**config.mk**
```make
export PLATFORM = sky130hd
export DESIGN_NAME = led_blink_pattern_generator
export DESIGN_NICKNAME = d
export VERILOG_FILES = /design/src/rtl/core/lbpg_pkg.sv /design/src/rtl/core/lbpg_led_seq.sv /design/src/rtl/core/led_blink_pattern_generator.sv
export VERILOG_INCLUDE_DIRS = /design/src /design/src/rtl/core
export SDC_FILE = /design/constraint.sdc
export NUM_CORES = 1
export LEC_CHECK = 0
export ABC_AREA = 1
export BUFFER_PORTS_ARGS = -buffer_cell sky130_fd_sc_hd__buf_2
export CORE_MARGIN = 2
export CORE_UTILIZATION = 55
export DETAILED_ROUTE_END_ITERATION = 12
export GPL_ROUTABILITY_DRIVEN = 0
export PLACE_DENSITY_LB_ADDON = 0.05
export REMOVE_ABC_BUFFERS = 1
export SLEW_MARGIN = 5
export SYNTH_ARGS = -nofsm -noshare
export SYNTH_HDL_FRONTEND = slang
export SYNTH_SLANG_ARGS = --single-unit
export TNS_END_PERCENT = 20
```
**constraint.sdc**
```tcl
create_clock -name clk -period 4.75 [get_ports clk]
set_input_delay 0.7125 -clock clk [delete_from_list [all_inputs] [get_ports clk]]
set_output_delay 0.7125 -clock clk [all_outputs]
set_load 0.02 [all_outputs]
```
**src/rtl/core/led_blink_pattern_generator_macros.svh**
```systemverilog
// assertion macros for the led blink pattern generator
`ifndef LED_BLINK_PATTERN_GENERATOR_MACROS_SVH
`define LED_BLINK_PATTERN_GENERATOR_MACROS_SVH

// antecedent holds, consequent holds in the same cycle
`define LBPG_ASSERT_NOW(lbl, ante, cons, msg) \
	lbl: assert property (@(posedge clk) disable iff (!arst_n) (ante) |-> (cons)) else $error(msg);

// antecedent holds, consequent holds in the next cycle
`define LBPG_ASSERT_NEXT(lbl, ante, cons, msg) \
	lbl: assert property (@(posedge clk) disable iff (!arst_n) (ante) |=> (cons)) else $error(msg);

`endif

```
**src/rtl/core/lbpg_pkg.sv**
```systemverilog
// shared constants, types and helpers for the led blink pattern generator
`default_nettype none

package lbpg_pkg;

	localparam int GPIO_LEDS     = 3;
	localparam int EXPANDER_LEDS = 6;
	localparam int TOTAL_LEDS    = GPIO_LEDS + EXPANDER_LEDS;

	localparam int MODES_W   = 27;
	localparam int COLORS_W  = 12;
	localparam int CFG_W     = 27;
	localparam int ELAPSED_W = 10;
	localparam int GPIO_W    = 3;
	localparam int PORT_W    = 8;
	localparam int REM_W     = 16;
	localparam int PHASE_W   = 3;
	localparam int MODE_W    = 3;
	localparam int COLOR_W   = 2;

	localparam int S_TDATA_W = 16;
	localparam int M_TDATA_W = 24;

	localparam int MODES_EXT_W  = (MODE_W * TOTAL_LEDS > MODES_W) ?
		MODE_W * TOTAL_LEDS : MODES_W;
	localparam int COLORS_EXT_W = (COLOR_W * EXPANDER_LEDS > COLORS_W) ?
		COLOR_W * EXPANDER_LEDS : COLORS_W;

	localparam logic signed [REM_W-1:0] T_SHORT = 16'sd200;
	localparam logic signed [REM_W-1:0] T_LONG  = 16'sd1000;
	localparam logic signed [REM_W-1:0] T_FAST  = 16'sd50;

	localparam logic [PORT_W-1:0] PORT_RESET = 8'h3F;

	typedef enum logic [0:0] {
		REG_MODES  = 1'b0,
		REG_COLORS = 1'b1
	} cfg_reg_t;

	typedef enum logic [MODE_W-1:0] {
		PAT_DARK   = 3'd0,
		PAT_ONCE   = 3'd1,
		PAT_TWICE  = 3'd2,
		PAT_THRICE = 3'd3,
		PAT_BLINK  = 3'd4,
		PAT_FLASH  = 3'd5,
		PAT_LIT    = 3'd6
	} mode_t;

	typedef struct packed {
		logic en;
		logic lit;
	} drive_t;

	// saturate a one-bit-grown sum back to the counter width
	function automatic logic signed [REM_W-1:0] sat_rem(input logic signed [REM_W:0] v);
		logic signed [REM_W-1:0] r;
		if (v[REM_W] != v[REM_W-1]) begin
			r = v[REM_W] ? {1'b1, {(REM_W-1){1'b0}}} : {1'b0, {(REM_W-1){1'b1}}};
		end else begin
			r = v[REM_W-1:0];
		end
		return r;
	endfunction

endpackage

`default_nettype wire

```
**src/rtl/core/lbpg_led_seq.sv**
```systemverilog
// per-led phase sequencer with signed remaining-time counter
`default_nettype none

module lbpg_led_seq (
	input  logic                            clk,
	input  logic                            arst_n,
	input  logic                            step,
	input  logic                            restart,
	input  lbpg_pkg::mode_t                 mode,
	input  logic [lbpg_pkg::ELAPSED_W-1:0]  elapsed,
	output lbpg_pkg::drive_t                drive
);
	import lbpg_pkg::*;

	logic [PHASE_W-1:0]      phase_q, phase_d, phase_inc, last;
	logic signed [REM_W-1:0] rem_q, rem_d, rem_sub, rem_add, on_t, final_t, reload;
	logic signed [REM_W:0]   diff, sum;
	logic                    run;

	always_comb begin
		on_t    = T_SHORT;
		final_t = T_LONG;
		last    = PHASE_W'(2);
		run     = 1'b1;
		drive   = '0;
		unique case (mode)
			PAT_DARK: begin
				run   = 1'b0;
				drive = '{en: 1'b1, lit: 1'b0};
			end
			PAT_ONCE: begin
				last = PHASE_W'(2);
			end
			PAT_TWICE: begin
				last = PHASE_W'(4);
			end
			PAT_THRICE: begin
				last = PHASE_W'(6);
			end
			PAT_BLINK: begin
				final_t = T_SHORT;
			end
			PAT_FLASH: begin
				on_t    = T_FAST;
				final_t = T_FAST;
			end
			PAT_LIT: begin
				run   = 1'b0;
				drive = '{en: 1'b1, lit: 1'b1};
			end
			default: begin
				run   = 1'b0;
				drive = '{en: 1'b1, lit: 1'b0};
			end
		endcase

		diff      = $signed({rem_q[REM_W-1], rem_q})
			- $signed({{(REM_W+1-ELAPSED_W){1'b0}}, elapsed});
		rem_sub   = sat_rem(diff);
		phase_inc = phase_q + PHASE_W'(1);
		reload    = (phase_inc == last) ? final_t : on_t;
		sum       = $signed({rem_sub[REM_W-1], rem_sub}) + $signed({reload[REM_W-1], reload});
		rem_add   = sat_rem(sum);

		phase_d = phase_q;
		rem_d   = rem_q;
		if (run) begin
			if (phase_q == '0) begin
				phase_d = PHASE_W'(1);
				rem_d   = on_t;
				drive   = '{en: 1'b1, lit: 1'b1};
			end else if (!rem_sub[REM_W-1] && (rem_sub != '0)) begin
				rem_d = rem_sub;
			end else if (phase_q >= last) begin
				phase_d = '0;
				rem_d   = rem_sub;
			end else begin
				phase_d = phase_inc;
				rem_d   = rem_add;
				drive   = '{en: 1'b1, lit: phase_inc[0]};
			end
		end
	end

	always_ff @(posedge clk or negedge arst_n) begin
		if (!arst_n) begin
			phase_q <= '0;
			rem_q   <= '0;
		end else if (restart) begin
			phase_q <= '0;
			rem_q   <= '0;
		end else if (step) begin
			phase_q <= phase_d;
			rem_q   <= rem_d;
		end
	end

endmodule

`default_nettype wire

```
**src/rtl/core/led_blink_pattern_generator.sv**
```systemverilog
// data path: an accepted word is held in the input register, and its result goes through the result register to m_tdata
// throughput: one word per cycle while results are taken; all nine sequencers update in parallel in one pass
// the input register stalls only while the result register is full and not taken
// reset: config registers and led phases clear, gpio levels 0, port bytes 0x3F
// a config write restarts every led at phase 0 with a cleared counter
`default_nettype none
`include "led_blink_pattern_generator_macros.svh"

module led_blink_pattern_generator (
	input  logic                            clk,
	input  logic                            arst_n,
	input  logic                            s_tvalid,
	output logic                            s_tready,
	input  logic [lbpg_pkg::S_TDATA_W-1:0]  s_tdata,   // elapsed_ms[9:0]
	output logic                            m_tvalid,
	input  logic                            m_tready,
	output logic [lbpg_pkg::M_TDATA_W-1:0]  m_tdata,   // gpio_leds[2:0], port_a[10:3], port_b[18:11]
	input  logic                            cfg_we,
	input  logic [0:0]                      cfg_index,
	input  logic [lbpg_pkg::CFG_W-1:0]      cfg_data
);
	import lbpg_pkg::*;

	logic                     valid_s1;
	logic [ELAPSED_W-1:0]     elapsed_s1;
	logic                     adv_s1;
	logic                     m_valid_q;
	logic [M_TDATA_W-1:0]     result_q;

	logic [MODES_W-1:0]       modes_q;
	logic [COLORS_W-1:0]      colors_q;
	logic [MODES_EXT_W-1:0]   modes_ext;
	logic [COLORS_EXT_W-1:0]  colors_ext;

	logic [GPIO_LEDS-1:0]     gpio_q, gpio_d;
	logic [PORT_W-1:0]        port_a_q, port_a_d, port_b_q, port_b_d;
	logic [COLOR_W-1:0]       col;
	drive_t                   drives [TOTAL_LEDS];

	assign adv_s1   = valid_s1 && (!m_valid_q || m_tready);
	assign s_tready = !valid_s1 || adv_s1;
	assign m_tvalid = m_valid_q;
	assign m_tdata  = result_q;

	assign modes_ext  = MODES_EXT_W'(modes_q);
	assign colors_ext = COLORS_EXT_W'(colors_q);

	// config registers
	always_ff @(posedge clk or negedge arst_n) begin
		if (!arst_n) begin
			modes_q  <= '0;
			colors_q <= '0;
		end else if (cfg_we) begin
			unique case (cfg_index)
				REG_MODES:  modes_q  <= cfg_data[MODES_W-1:0];
				REG_COLORS: colors_q <= cfg_data[COLORS_W-1:0];
				default:    modes_q  <= modes_q;
			endcase
		end
	end

	// input register
	always_ff @(posedge clk or negedge arst_n) begin
		if (!arst_n) begin
			valid_s1 <= 1'b0;
		end else if (s_tready) begin
			valid_s1 <= s_tvalid;
		end
	end

	always_ff @(posedge clk) begin
		if (s_tready && s_tvalid) begin
			elapsed_s1 <= s_tdata[ELAPSED_W-1:0];
		end
	end

	for (genvar i = 0; i < TOTAL_LEDS; i++) begin : g_led
		lbpg_led_seq u_seq (
			.clk     (clk),
			.arst_n  (arst_n),
			.step    (adv_s1),
			.restart (cfg_we),
			.mode    (mode_t'(modes_ext[MODE_W*i +: MODE_W])),
			.elapsed (elapsed_s1),
			.drive   (drives[i])
		);
	end

	// next led levels
	always_comb begin
		gpio_d   = gpio_q;
		port_a_d = port_a_q;
		port_b_d = port_b_q;
		col      = '0;
		for (int i = 0; i < GPIO_LEDS; i++) begin
			if (drives[i].en) begin
				gpio_d[i] = drives[i].lit;
			end
		end
		for (int j = 0; j < EXPANDER_LEDS; j++) begin
			col = colors_ext[COLOR_W*j +: COLOR_W];
			if (drives[GPIO_LEDS+j].en) begin
				port_a_d[j] = !drives[GPIO_LEDS+j].lit || col[0];
				port_b_d[j] = !drives[GPIO_LEDS+j].lit || col[1];
			end
		end
	end

	always_ff @(posedge clk or negedge arst_n) begin
		if (!arst_n) begin
			gpio_q   <= '0;
			port_a_q <= PORT_RESET;
			port_b_q <= PORT_RESET;
		end else if (adv_s1) begin
			gpio_q   <= gpio_d;
			port_a_q <= port_a_d;
			port_b_q <= port_b_d;
		end
	end

	// result register
	always_ff @(posedge clk or negedge arst_n) begin
		if (!arst_n) begin
			m_valid_q <= 1'b0;
		end else if (adv_s1) begin
			m_valid_q <= 1'b1;
		end else if (m_tready) begin
			m_valid_q <= 1'b0;
		end
	end

	always_ff @(posedge clk) begin
		if (adv_s1) begin
			result_q <= M_TDATA_W'({port_b_d, port_a_d, GPIO_W'(gpio_d)});
		end
	end

	`LBPG_ASSERT_NOW(a_stall_blocks_input, valid_s1 && m_tvalid && !m_tready, !s_tready, "input taken while result stalled")
	`LBPG_ASSERT_NEXT(a_adv_gives_result, adv_s1, m_tvalid, "advanced word gave no result")
	`LBPG_ASSERT_NEXT(a_accept_fills_s1, s_tvalid && s_tready, valid_s1, "accepted word lost")

endmodule

`default_nettype wire
```
-- Yosys cells after proc, flatten, opt, wreduce, memory -nomap -nowiden
Index checks and enable logic that the tools add are counted.
- word-level logic and storage cells: 505
- ROM bits: 0
- memories kept: 0
- output and inout port bits: 26
- latch bits: 0
- RAM bits: 0
- flip-flop bits (word level): 252
- bitwise operators: 1
- div/mod/pow operators: 0
- order comparisons: 9
- shifts and indexed selects: 0
- add/subtract/negate cells: 27
- muxes and demuxes: 251
- eq/ne operators: 90
- multiply operators: 0
- reductions and logical operators: 100
- operators with widths (kind ; number):
    $mux W16 ; 90
    $pmux W10 S2 ; 9
    $mux W3 ; 54
    $add A16 B11 Y17 ; 9
    $sub A16 B11 Y17 ; 9
    $reduce_bool A16 Y1 ; 9
    $mux W10 ; 9
    $eq A3 B3 Y1 const B ; 27
    $mux W2 ; 36
    $mux W8 ; 9
    $eq A3 B2 Y1 const B ; 18
    $pmux W3 S2 ; 9
    $reduce_or A5 Y1 ; 9
    $pmux W2 S2 ; 9
    $add A3 B1 Y3 const B ; 9
    $eq A3 B1 Y1 const B ; 9
    $eq A3 B3 Y1 ; 9
    $ge A3 B3 Y1 ; 9
    $logic_not A3 Y1 ; 9
    $ne A3 B2 Y1 const B ; 9
    $reduce_and A3 Y1 ; 9
    $mux W1 ; 26
    $reduce_and A2 Y1 ; 11
    $reduce_bool A2 Y1 ; 11
    5 further kinds ; 61

-- Depth between registers and ports, before layout
Gate-level depths: netlist (run 1).
- depth after elaboration: 13
- depth in mapped cells: 34
- mapped depth without buffers: 32

-- Hierarchy
A second synthesis (run 1) with hierarchy kept.
- cells, all modules: 5113
- area, all modules: 31013.5 um^2
- modules (own cells, without submodules) (module ; area an instance (um^2) ; seq. area each (um^2) ; times used ; cells an instance):
    lbpg_led_seq at g_led[0].u_seq ... ; 3065.4 ; 475.5 ; 5 ; 528
    lbpg_led_seq at g_led[6].u_seq ... ; 3093.0 ; 475.5 ; 3 ; 529
    led_blink_pattern_generator ; 3274.4 ; 2167.1 ; 1 ; 339
    lbpg_led_seq at g_led[1].u_seq ; 3133.0 ; 475.5 ; 1 ; 547

-- Worst setup path before layout (run 1)
No wires, ideal clock.
- path kind: register to register
- start point: register elapsed_s1[1]
- end point: register g_led[8].u_seq.rem_q[11]
- path buffers: 2
- period minus slack after synthesis: 4.988 ns
- cell stages (with the launch flop): 32
- slack: -0.238 ns
- data arrival time: 4.871 ns
- cell sequence: edfxtp_1 inv_1 ha_1 nand3_1 nand3_1 nand3_1 nand4_1 nand3b_1 xor2_1 inv_1 ha_1 clkinv_1 clkbuf_1 a21oi_1 ha_1 ha_1 nand3_1 and2_1 o211ai_1 a21o_1 nand2_1 nor2_1 nand3_1 inv_1 nand2_1 nand2_2 buf_6 nand2_1 nand2_1 nand2_1 nand2_1 nand2_1
- cells in the longest elaborated chain, start to end: 12
- ends and longest elaborated chain (what ; RTL line ; source):
    start, declared ; led_blink_pattern_generator.sv:25 ; logic [ELAPSED_W-1:0] elapsed_s1;
    start signal, assigned ; led_blink_pattern_generator.sv:73 ; elapsed_s1 <= s_tdata[ELAPSED_W-1:0];
    $sub A16 B11 Y17 * ; lbpg_led_seq.sv:58 ; - $signed({{(REM_W+1-ELAPSED_W){1'b0}}, elapsed});
    $mux W16 / $ne A1 B1 Y1 (equally long branches) ; lbpg_pkg.sv:59, lbpg_pkg.sv:58 ;
    $mux W16 * ; lbpg_pkg.sv:58 ; if (v[REM_W] != v[REM_W-1]) begin
    $add A16 B11 Y17 ; lbpg_led_seq.sv:62 ; sum = $signed({rem_sub[REM_W-1], rem_sub}) + $signed({reload[REM_W-1], reload});
    $mux W16 / $ne A1 B1 Y1 (equally long branches) ; lbpg_pkg.sv:59, lbpg_pkg.sv:58 ;
    $mux W16 ; lbpg_pkg.sv:58 ;
    $mux W16 ; lbpg_led_seq.sv:74 ; end else if (phase_q >= last) begin
    $mux W16 * ; lbpg_led_seq.sv:72 ; end else if (!rem_sub[REM_W-1] && (rem_sub != '0)) begin
    $mux W16 * ; lbpg_led_seq.sv:68 ; if (phase_q == '0) begin
    $mux W16 * ; lbpg_led_seq.sv:67 ; if (run) begin
    $mux W16 * ; lbpg_led_seq.sv:92 ; end else if (step) begin
    $mux W16 * ; lbpg_led_seq.sv:89 ; end else if (restart) begin
    end signal, assigned ; lbpg_led_seq.sv:94 ; rem_q <= rem_d;
    end, declared ; lbpg_led_seq.sv:16 ; logic signed [REM_W-1:0] rem_q, rem_d, rem_sub, rem_add, on_t, final_t, reload;
Every way passes the cells marked *; elsewhere a longest branch is shown, timed or not. The select of a mux whose other input is x is not followed.
A chain may end at the register's enable or synchronous reset.

-- Final worst setup path (run 1)
- start point: register elapsed_s1[1]
- end point: register g_led[7].u_seq.rem_q[4]
- cells in the longest elaborated chain, start to end: 12
- ends and longest elaborated chain (what ; RTL line):
    $sub A16 B11 Y17 * ; lbpg_led_seq.sv:58
    $mux W16 / $ne A1 B1 Y1 (equally long branches) ; lbpg_pkg.sv:59, lbpg_pkg.sv:58
    $mux W16 * ; lbpg_pkg.sv:58
    $add A16 B11 Y17 ; lbpg_led_seq.sv:62
    $mux W16 / $ne A1 B1 Y1 (equally long branches) ; lbpg_pkg.sv:59, lbpg_pkg.sv:58
    $mux W16 ; lbpg_pkg.sv:58
    $mux W16 ; lbpg_led_seq.sv:74
    $mux W16 * ; lbpg_led_seq.sv:72
    $mux W16 * ; lbpg_led_seq.sv:68
    $mux W16 * ; lbpg_led_seq.sv:67
    $mux W16 * ; lbpg_led_seq.sv:92
    $mux W16 * ; lbpg_led_seq.sv:89
    end signal, assigned ; lbpg_led_seq.sv:94
    end, declared ; lbpg_led_seq.sv:16
Marked as above.

==> results of run 1 <==
-- critical path: cells and delay by family (launching register included) --
family | cells | cell delay, ns
compound gates | 3 | 0.52
flops | 1 | 0.38
buf+inv | 8 | 1.03
xor+xnor | 1 | 0.20
simple gates | 17 | 1.54
fa+ha+maj | 4 | 1.01
-- cell usage after synthesis, types with 40 or more instances --
library cell / number / area (sq um)
sky130_fd_sc_hd__a21oi_1: 231 / 1160
sky130_fd_sc_hd__a31oi_1: 47 / 294
sky130_fd_sc_hd__clkbuf_1: 45 / 169
sky130_fd_sc_hd__dfrtp_1: 215 / 5380
sky130_fd_sc_hd__ha_1: 225 / 2820
sky130_fd_sc_hd__inv_1: 741 / 2780
sky130_fd_sc_hd__nand2_1: 1918 / 7200
sky130_fd_sc_hd__nand2_2: 54 / 338
sky130_fd_sc_hd__nand3_1: 386 / 1930
sky130_fd_sc_hd__nand3b_1: 40 / 300
sky130_fd_sc_hd__nand4_1: 83 / 519
sky130_fd_sc_hd__nor2_1: 392 / 1470
sky130_fd_sc_hd__nor3_1: 47 / 235
sky130_fd_sc_hd__o21ai_0: 111 / 556
sky130_fd_sc_hd__xnor2_1: 45 / 394
sky130_fd_sc_hd__xor2_1: 70 / 613
-- worst paths after layout --
check                                   start                  endpoint  slack [ns]  depth (start not counted)
worst max-delay path            elapsed_s1[1]   g_led[7].u_seq.rem_q[4]       -0.06                         33
worst min-delay path                   arst_n  g_led[6].u_seq.rem_q[11]        0.14                          1
worst max register to register  elapsed_s1[1]   g_led[7].u_seq.rem_q[4]       -0.06                         33
worst min register to register    port_b_q[5]               port_b_q[5]        0.47                          2
max in group asynchronous              arst_n             modes_ext[24]        3.52                          2
min in group clk                   s_tdata[0]             elapsed_s1[0]        0.34                          1
-- flip-flops by register name, indices dropped and copies added, names as in the netlist --
name / cells
elapsed_s1: 10
port_b_q: 6
m_tdata: 15
port_a_q: 6
valid_s1: 1
g_led.u_seq.rem_q: 144
colors_ext: 12
g_led.u_seq.phase_q: 27
modes_ext: 27
gpio_q: 3
m_tvalid: 1
-- cells by family after synthesis --
kind of cell | synth area share
AOI/OAI and AO/OA | 0.0973
adders and majority gates | 0.101
buffers and inverters | 0.117
xor gates and xnor gates | 0.0339
and+or+nand+nor | 0.434
other | 0.000126
DFF | 0.217
-- area by class of cell --
cell class / instances / area share
multi-input cells: 3894 / 0.571
flip-flops and latches: 252 / 0.169
repair buffers: 603 / 0.129
inverters: 769 / 0.0772
clock buffers: 49 / 0.0265
well taps: 696 / 0.0229
clock inverters: 14 / 0.00384
diodes: 1 / 0.0000657
-- per-stage QoR --
stage | setup WS, ns | utilization
2_1_floorplan | -0.169 | -
3_3_place_gp | -0.202 | 0.638
3_5_place_dp | -0.262 | 0.638
4_1_cts | -0.0181 | 0.669
5_1_grt | -0.389 | 0.711
6_report | -0.0592 | 0.711
-- routing by layer --
metal | global-route usage | share of wire | routed length, microns
met2 | 0.551 | 0.47 | 44500
met5 | 0 | 0.00014 | 13
met4 | 0.129 | 0.042 | 3980
met1 | 0.421 | 0.43 | 40900
met3 | 0.0383 | 0.061 | 5810
-- repair_timing --
| action | 4_1_cts | 5_1_grt |
|---|---|---|
| setup endpoints to repair | 133 | 141 |
| pin swaps | 21 | 93 |
| gates cloned | 3 | 3 |
| buffers inserted | 15 | 47 |
| gates resized for setup | 81 | 350 |
==> metrics.txt, run 1 <==
# TYPE chip_impl_metric gauge
chip_impl_metric{name="count_of_filler_cells_inserted_in_the_layout",unit=""} 4738
chip_impl_metric{name="layout-drive-gt1-share",unit=""} 0.205
chip_impl_info{name="tritoncts_clock_tree",value="yes"} 1
chip_impl_metric{name="wl_per_cell",unit="microns"} 15.2
chip_impl_metric{name="num_vias",unit=""} 33500
chip_impl_metric{name="maximum_number_of_pins_on_one_net_before_global_route_repair",unit=""} 104
chip_impl_info{name="layout.cells.most_common_list",value="1839 x sky130_fd_sc_hd__nand2_1, 706 x sky130_fd_sc_hd__inv_1, 485 x sky130_fd_sc_hd__buf_4"} 1
chip_impl_metric{name="clkTransAtPathRegs",unit="ns"} 0.06
chip_impl_metric{name="yosys_register_bits",unit=""} 252
chip_impl_metric{name="start_util",unit=""} 0.554
chip_impl_metric{name="die_x",unit="microns"} 236
chip_impl_metric{name="global_route_wire_length_before_repair",unit="mm"} 150
chip_impl_metric{name="ys.warnings.count",unit=""} 0
chip_impl_metric{name="post_route_hold_slack",unit="ns"} 0.138
chip_impl_metric{name="route.final.wire_length",unit="mm"} 95.2
chip_impl_metric{name="detailed_place.area",unit="sq um"} 34200
chip_impl_info{name="cp_class",value="reg -> reg"} 1
chip_impl_info{name="cts_root_buffer_type",value="sky130_fd_sc_hd__clkbuf_16"} 1
chip_impl_metric{name="grt_usage",unit=""} 0.325
chip_impl_metric{name="io_buffers",unit=""} 59
chip_impl_metric{name="async_flop_share",unit=""} 0.901
chip_impl_metric{name="worst_margin_pin_slew",unit="ns"} 1.08
chip_impl_metric{name="final-max-slew-violation-count",unit=""} 0
chip_impl_metric{name="crit_fanout",unit=""} 8
chip_impl_metric{name="finalCritPeriodShare",unit=""} 1.01
chip_impl_metric{name="per_cell_via_count_in_the_routed_design",unit=""} 5.33
chip_impl_metric{name="highest_clock_rate",unit="MHz"} 208
chip_impl_info{name="synth_top_flop_cell",value="sky130_fd_sc_hd__dfrtp_1"} 1
chip_impl_metric{name="drc",unit=""} 0
chip_impl_info{name="worst_hold_path_type",value="in -> async"} 1
chip_impl_metric{name="nNetsFinal",unit=""} 5838
chip_impl_metric{name="multi_input_area",unit="sq um"} 21800
chip_impl_metric{name="mean_syn_cell_area",unit="sq um"} 5.94
chip_impl_metric{name="drtPass1Iterations",unit=""} 6
chip_impl_metric{name="worst_skew_pair.late_latency",unit="ns"} 0.56
chip_impl_metric{name="die_area",unit="sq um"} 55900
chip_impl_metric{name="critical_path_required",unit="ns"} 5.19
chip_impl_info{name="mostFrequentLayoutCell",value="sky130_fd_sc_hd__nand2_1"} 1
chip_impl_info{name="worst_path_max_delay_cell",value="sky130_fd_sc_hd__edfxtp_1"} 1
chip_impl_metric{name="die_h",unit="microns"} 236
chip_impl_metric{name="initialDrtViolationCount",unit=""} 2327
chip_impl_metric{name="cts.sinks",unit=""} 252
chip_impl_metric{name="final_cell_count_no_fill",unit=""} 6278
chip_impl_metric{name="unique_cell_type_count_in_the_yosys_netlist",unit=""} 53
chip_impl_metric{name="placeableCoreArea",unit="sq um"} 53600
chip_impl_metric{name="worst_path_largest_cell_delay",unit="ns"} 0.38
chip_impl_metric{name="cts_buffers",unit=""} 35
chip_impl_metric{name="std_cell_rows",unit=""} 85
chip_impl_metric{name="first_global_vias",unit=""} 31200
chip_impl_metric{name="clock-skew-final",unit="ns"} 0.0147
chip_impl_metric{name="dpl_cells",unit=""} 6146
chip_impl_metric{name="place_hpwl",unit="mm"} 70.4
chip_impl_metric{name="timing.final.hold_violations",unit=""} 0
chip_impl_metric{name="cts.htree.levels",unit=""} 2
chip_impl_metric{name="setup_viol",unit=""} 22
chip_impl_info{name="setup.worst_path.end_class",value="flip-flop"} 1
chip_impl_info{name="startpoint_type",value="flip-flop"} 1
chip_impl_metric{name="synth_enable_flop_cells",unit=""} 25
chip_impl_metric{name="layout_min_cycle_time",unit="ns"} 4.81
chip_impl_metric{name="layout_setup_ws",unit="ns"} -0.0592
chip_impl_metric{name="top_level_ports",unit=""} 75
chip_impl_metric{name="antenna_violations_before_repair",unit=""} 2
chip_impl_metric{name="globalRouteOverflowTotal",unit=""} 0
chip_impl_info{name="crit_top_cell",value="sky130_fd_sc_hd__nand2_1"} 1
chip_impl_metric{name="synthCells",unit=""} 4997
chip_impl_metric{name="layout-area-overhead-vs-synth",unit="%"} 28.3
chip_impl_metric{name="post_drt_antenna_nets",unit=""} 0
chip_impl_metric{name="slew_headroom",unit=""} 0.276
chip_impl_metric{name="cts_max_path_buffers",unit=""} 3
chip_impl_info{name="setup_repair_after_global_routing_missed_its_margin",value="yes"} 1
chip_impl_metric{name="worstPathArrival",unit="ns"} 5.25
chip_impl_metric{name="ys_seq_area_frac",unit=""} 0.217
chip_impl_metric{name="synth.cell_area",unit="sq um"} 29700
chip_impl_metric{name="postLayoutCellArea",unit="sq um"} 38100
chip_impl_metric{name="ff_latch_area",unit="sq um"} 6450
chip_impl_metric{name="setup_total_negative_slack",unit="ns"} -0.540
chip_impl_info{name="violations",value="setup timing"} 1
chip_impl_info{name="run_status",value="finished, violations left"} 1
chip_impl_metric{name="cap_violations",unit=""} 0
chip_impl_metric{name="post_cts_hold_buffer_count",unit=""} 0
Power of run 1 is left out: the tool's default activity adds up to more than one toggle a clock period on the data nets, which glitch-free logic cannot reach.
==> run 2: changes to the inputs <==
--- a/config.mk
+++ b/config.mk
@@ -8,8 +8,10 @@
 export LEC_CHECK = 0
 export ABC_AREA = 1
 export BUFFER_PORTS_ARGS = -buffer_cell sky130_fd_sc_hd__buf_2
+export CELL_PAD_IN_SITES_DETAIL_PLACEMENT = 1
+export CELL_PAD_IN_SITES_GLOBAL_PLACEMENT = 2
 export CORE_MARGIN = 2
-export CORE_UTILIZATION = 55
+export CORE_UTILIZATION = 32
 export DETAILED_ROUTE_END_ITERATION = 12
 export GPL_ROUTABILITY_DRIVEN = 0
 export PLACE_DENSITY_LB_ADDON = 0.05
==> run 2 against run 1 <==
Effect of this change: the run now ends clean; critical path depth is the same; maximum frequency grew 1.6%; clock skew grew 0.0090 ns; wire length grew 27%; die area grew 70%; sequential share of layout area shrank 1.8 points; worst setup slack gained 0.078 ns; final cell count grew 14%; count of clock-buffer cells in the layout grew 5; critical path type unchanged; largest cell class unchanged; highest routed layer is now met4.
==> metrics.txt, run 2 (same netlist as run 1, synthesis figures left out) <==
# TYPE chip_impl_metric gauge
chip_impl_metric{name="layout-area-overhead-vs-synth",unit="%"} 43.3
chip_impl_info{name="cts_root_buffer_type",value="sky130_fd_sc_hd__clkbuf_16"} 1
chip_impl_metric{name="cts.htree.levels",unit=""} 2
chip_impl_metric{name="grt_usage",unit=""} 0.248
chip_impl_metric{name="count_of_filler_cells_inserted_in_the_layout",unit=""} 12100
chip_impl_metric{name="final-max-slew-violation-count",unit=""} 0
chip_impl_metric{name="multi_input_area",unit="sq um"} 22700
chip_impl_info{name="layout.cells.most_common_list",value="1748 x sky130_fd_sc_hd__nand2_1, 804 x sky130_fd_sc_hd__buf_4, 690 x sky130_fd_sc_hd__inv_1"} 1
chip_impl_info{name="setup_repair_after_global_routing_missed_its_margin",value="yes"} 1
chip_impl_metric{name="global_route_wire_length_before_repair",unit="mm"} 189
chip_impl_metric{name="drc",unit=""} 0
chip_impl_metric{name="start_util",unit=""} 0.323
chip_impl_metric{name="maximum_number_of_pins_on_one_net_before_global_route_repair",unit=""} 92
chip_impl_metric{name="placeableCoreArea",unit="sq um"} 91800
chip_impl_info{name="worst_path_max_delay_cell",value="sky130_fd_sc_hd__edfxtp_1"} 1
chip_impl_info{name="rr_endpoint",value="g_led[4].u_seq.rem_q[12]"} 1
chip_impl_metric{name="reg2reg_depth",unit=""} 33
chip_impl_metric{name="slew_headroom",unit=""} 0.238
chip_impl_metric{name="num_vias",unit=""} 34500
chip_impl_metric{name="per_cell_via_count_in_the_routed_design",unit=""} 4.82
chip_impl_info{name="tritoncts_clock_tree",value="yes"} 1
chip_impl_metric{name="die_x",unit="microns"} 309
chip_impl_metric{name="io_buffers",unit=""} 59
chip_impl_metric{name="highest_clock_rate",unit="MHz"} 211
chip_impl_metric{name="critical_path_required",unit="ns"} 5.30
chip_impl_metric{name="antenna_violations_before_repair",unit=""} 3
chip_impl_metric{name="std_cell_rows",unit=""} 111
chip_impl_metric{name="top_level_ports",unit=""} 75
chip_impl_info{name="cp_class",value="reg -> reg"} 1
chip_impl_metric{name="drtPass1Iterations",unit=""} 4
chip_impl_metric{name="layout_min_cycle_time",unit="ns"} 4.73
chip_impl_metric{name="largest_reg_flops",unit=""} 144
chip_impl_metric{name="post_cts_hold_buffer_count",unit=""} 0
chip_impl_metric{name="cts_buffers",unit=""} 39
chip_impl_metric{name="first_global_vias",unit=""} 35300
chip_impl_info{name="worst_hold_path_type",value="in -> async"} 1
chip_impl_metric{name="die_h",unit="microns"} 309
chip_impl_metric{name="clkTransAtPathRegs",unit="ns"} 0.06
chip_impl_info{name="max_flop_register",value="g_led.u_seq.rem_q"} 1
chip_impl_metric{name="ff_latch_area",unit="sq um"} 6450
chip_impl_info{name="startpoint_of_the_most_critical_setup_path",value="elapsed_s1[8]"} 1
chip_impl_info{name="r2r_start",value="elapsed_s1[8]"} 1
chip_impl_metric{name="layout_setup_ws",unit="ns"} 0.0188
chip_impl_metric{name="cts.sinks",unit=""} 252
chip_impl_metric{name="route.final.wire_length",unit="mm"} 121
chip_impl_metric{name="detailed_place.area",unit="sq um"} 36800
chip_impl_metric{name="post_drt_antenna_nets",unit=""} 0
chip_impl_metric{name="worst_skew_pair.late_latency",unit="ns"} 0.61
chip_impl_metric{name="cts_max_path_buffers",unit=""} 3
chip_impl_metric{name="die_area",unit="sq um"} 95300
chip_impl_metric{name="post_route_hold_slack",unit="ns"} 0.172
chip_impl_metric{name="cap_violations",unit=""} 0
chip_impl_metric{name="layout-drive-gt1-share",unit=""} 0.282
chip_impl_metric{name="preCtsSetupSlack",unit="ns"} -0.414
chip_impl_info{name="run_status",value="finished, final reports clean"} 1
chip_impl_metric{name="setup_viol",unit=""} 0
chip_impl_metric{name="regToRegSetupSlack",unit="ns"} 0.02
chip_impl_metric{name="worst_margin_pin_slew",unit="ns"} 1.14
chip_impl_metric{name="wl_per_cell",unit="microns"} 16.9
chip_impl_info{name="mostFrequentLayoutCell",value="sky130_fd_sc_hd__nand2_1"} 1
chip_impl_metric{name="crit_fanout",unit=""} 6
chip_impl_metric{name="finalCritPeriodShare",unit=""} 0.996
chip_impl_metric{name="nNetsFinal",unit=""} 6175
chip_impl_info{name="setup.worst_path.end_class",value="flip-flop"} 1
chip_impl_metric{name="globalRouteOverflowTotal",unit=""} 0
chip_impl_info{name="crit_top_cell",value="sky130_fd_sc_hd__nand2_1"} 1
chip_impl_metric{name="diodes",unit=""} 0
chip_impl_info{name="startpoint_type",value="flip-flop"} 1
chip_impl_metric{name="place_hpwl",unit="mm"} 93.1
chip_impl_metric{name="initialDrtViolationCount",unit=""} 1407
chip_impl_metric{name="clock-skew-final",unit="ns"} 0.0237
chip_impl_metric{name="worst_path_largest_cell_delay",unit="ns"} 0.38
chip_impl_metric{name="timing.final.hold_violations",unit=""} 0
chip_impl_metric{name="worstPathArrival",unit="ns"} 5.28
chip_impl_metric{name="postLayoutCellArea",unit="sq um"} 42600
[run 2: metrics by stage]
stage	instances	TNS, ns	utilization
after floorplan	4911	-4.21	-
after global placement	6946	-30.81	0.401
after CTS	7103	-0.0128	0.436
after global routing	7166	-24.04	0.464
after detailed placement	6946	-43.82	0.401
final	7166	0	0.464
[run 2: worst max-delay path by stage]
stage          depth (start not counted)  slack (ns)                        to
3_3_place_gp                          30       -0.33   g_led[2].u_seq.rem_q[5]
5_1_grt                               33       -0.33  g_led[4].u_seq.rem_q[12]
3_5_place_dp                          30       -0.41  g_led[3].u_seq.rem_q[14]
2_1_floorplan                         29       -0.17  g_led[8].u_seq.rem_q[10]
6_report                              33        0.02  g_led[4].u_seq.rem_q[12]
4_1_cts                               33       -0.01  g_led[4].u_seq.rem_q[10]
[run 2: repair_timing]
item,in CTS,in global routing
cloned,8,4
pin swaps,67,183
setup buffers,77,64
resized for setup,244,443
endpoints found under the setup margin,139,152
[run 2: cell type report]
| cell class | count | area share |
|---|---|---|
| Multi-Input combinational cell | 3895 | 0.534 |
| Inverter | 769 | 0.0698 |
| Clock inverter | 18 | 0.00376 |
| Clock buffer | 54 | 0.0264 |
| Tap cell | 1243 | 0.0365 |
| Sequential cell | 252 | 0.151 |
| Timing Repair Buffer | 934 | 0.178 |
| Timing Repair inverter | 1 | 0.000176 |
[run 2: critical path, delay by kind of cell, from the launching register on]
family	cells	cell delay [ns]
flops	1	0.38
fa+ha+maj	3	0.69
simple gates	16	1.47
buf+inv	9	1.17
compound gates	5	0.94
[run 2: per-layer routing]
metal	vias to the layer above	GRT usage	part of all wire
li1	17600	-	-
met5	-	0	0
met4	0	0.0513	0.023
met3	129	0.0249	0.026
met1	16400	0.331	0.47
met2	335	0.433	0.48
Power of run 2 is left out for the same reason.
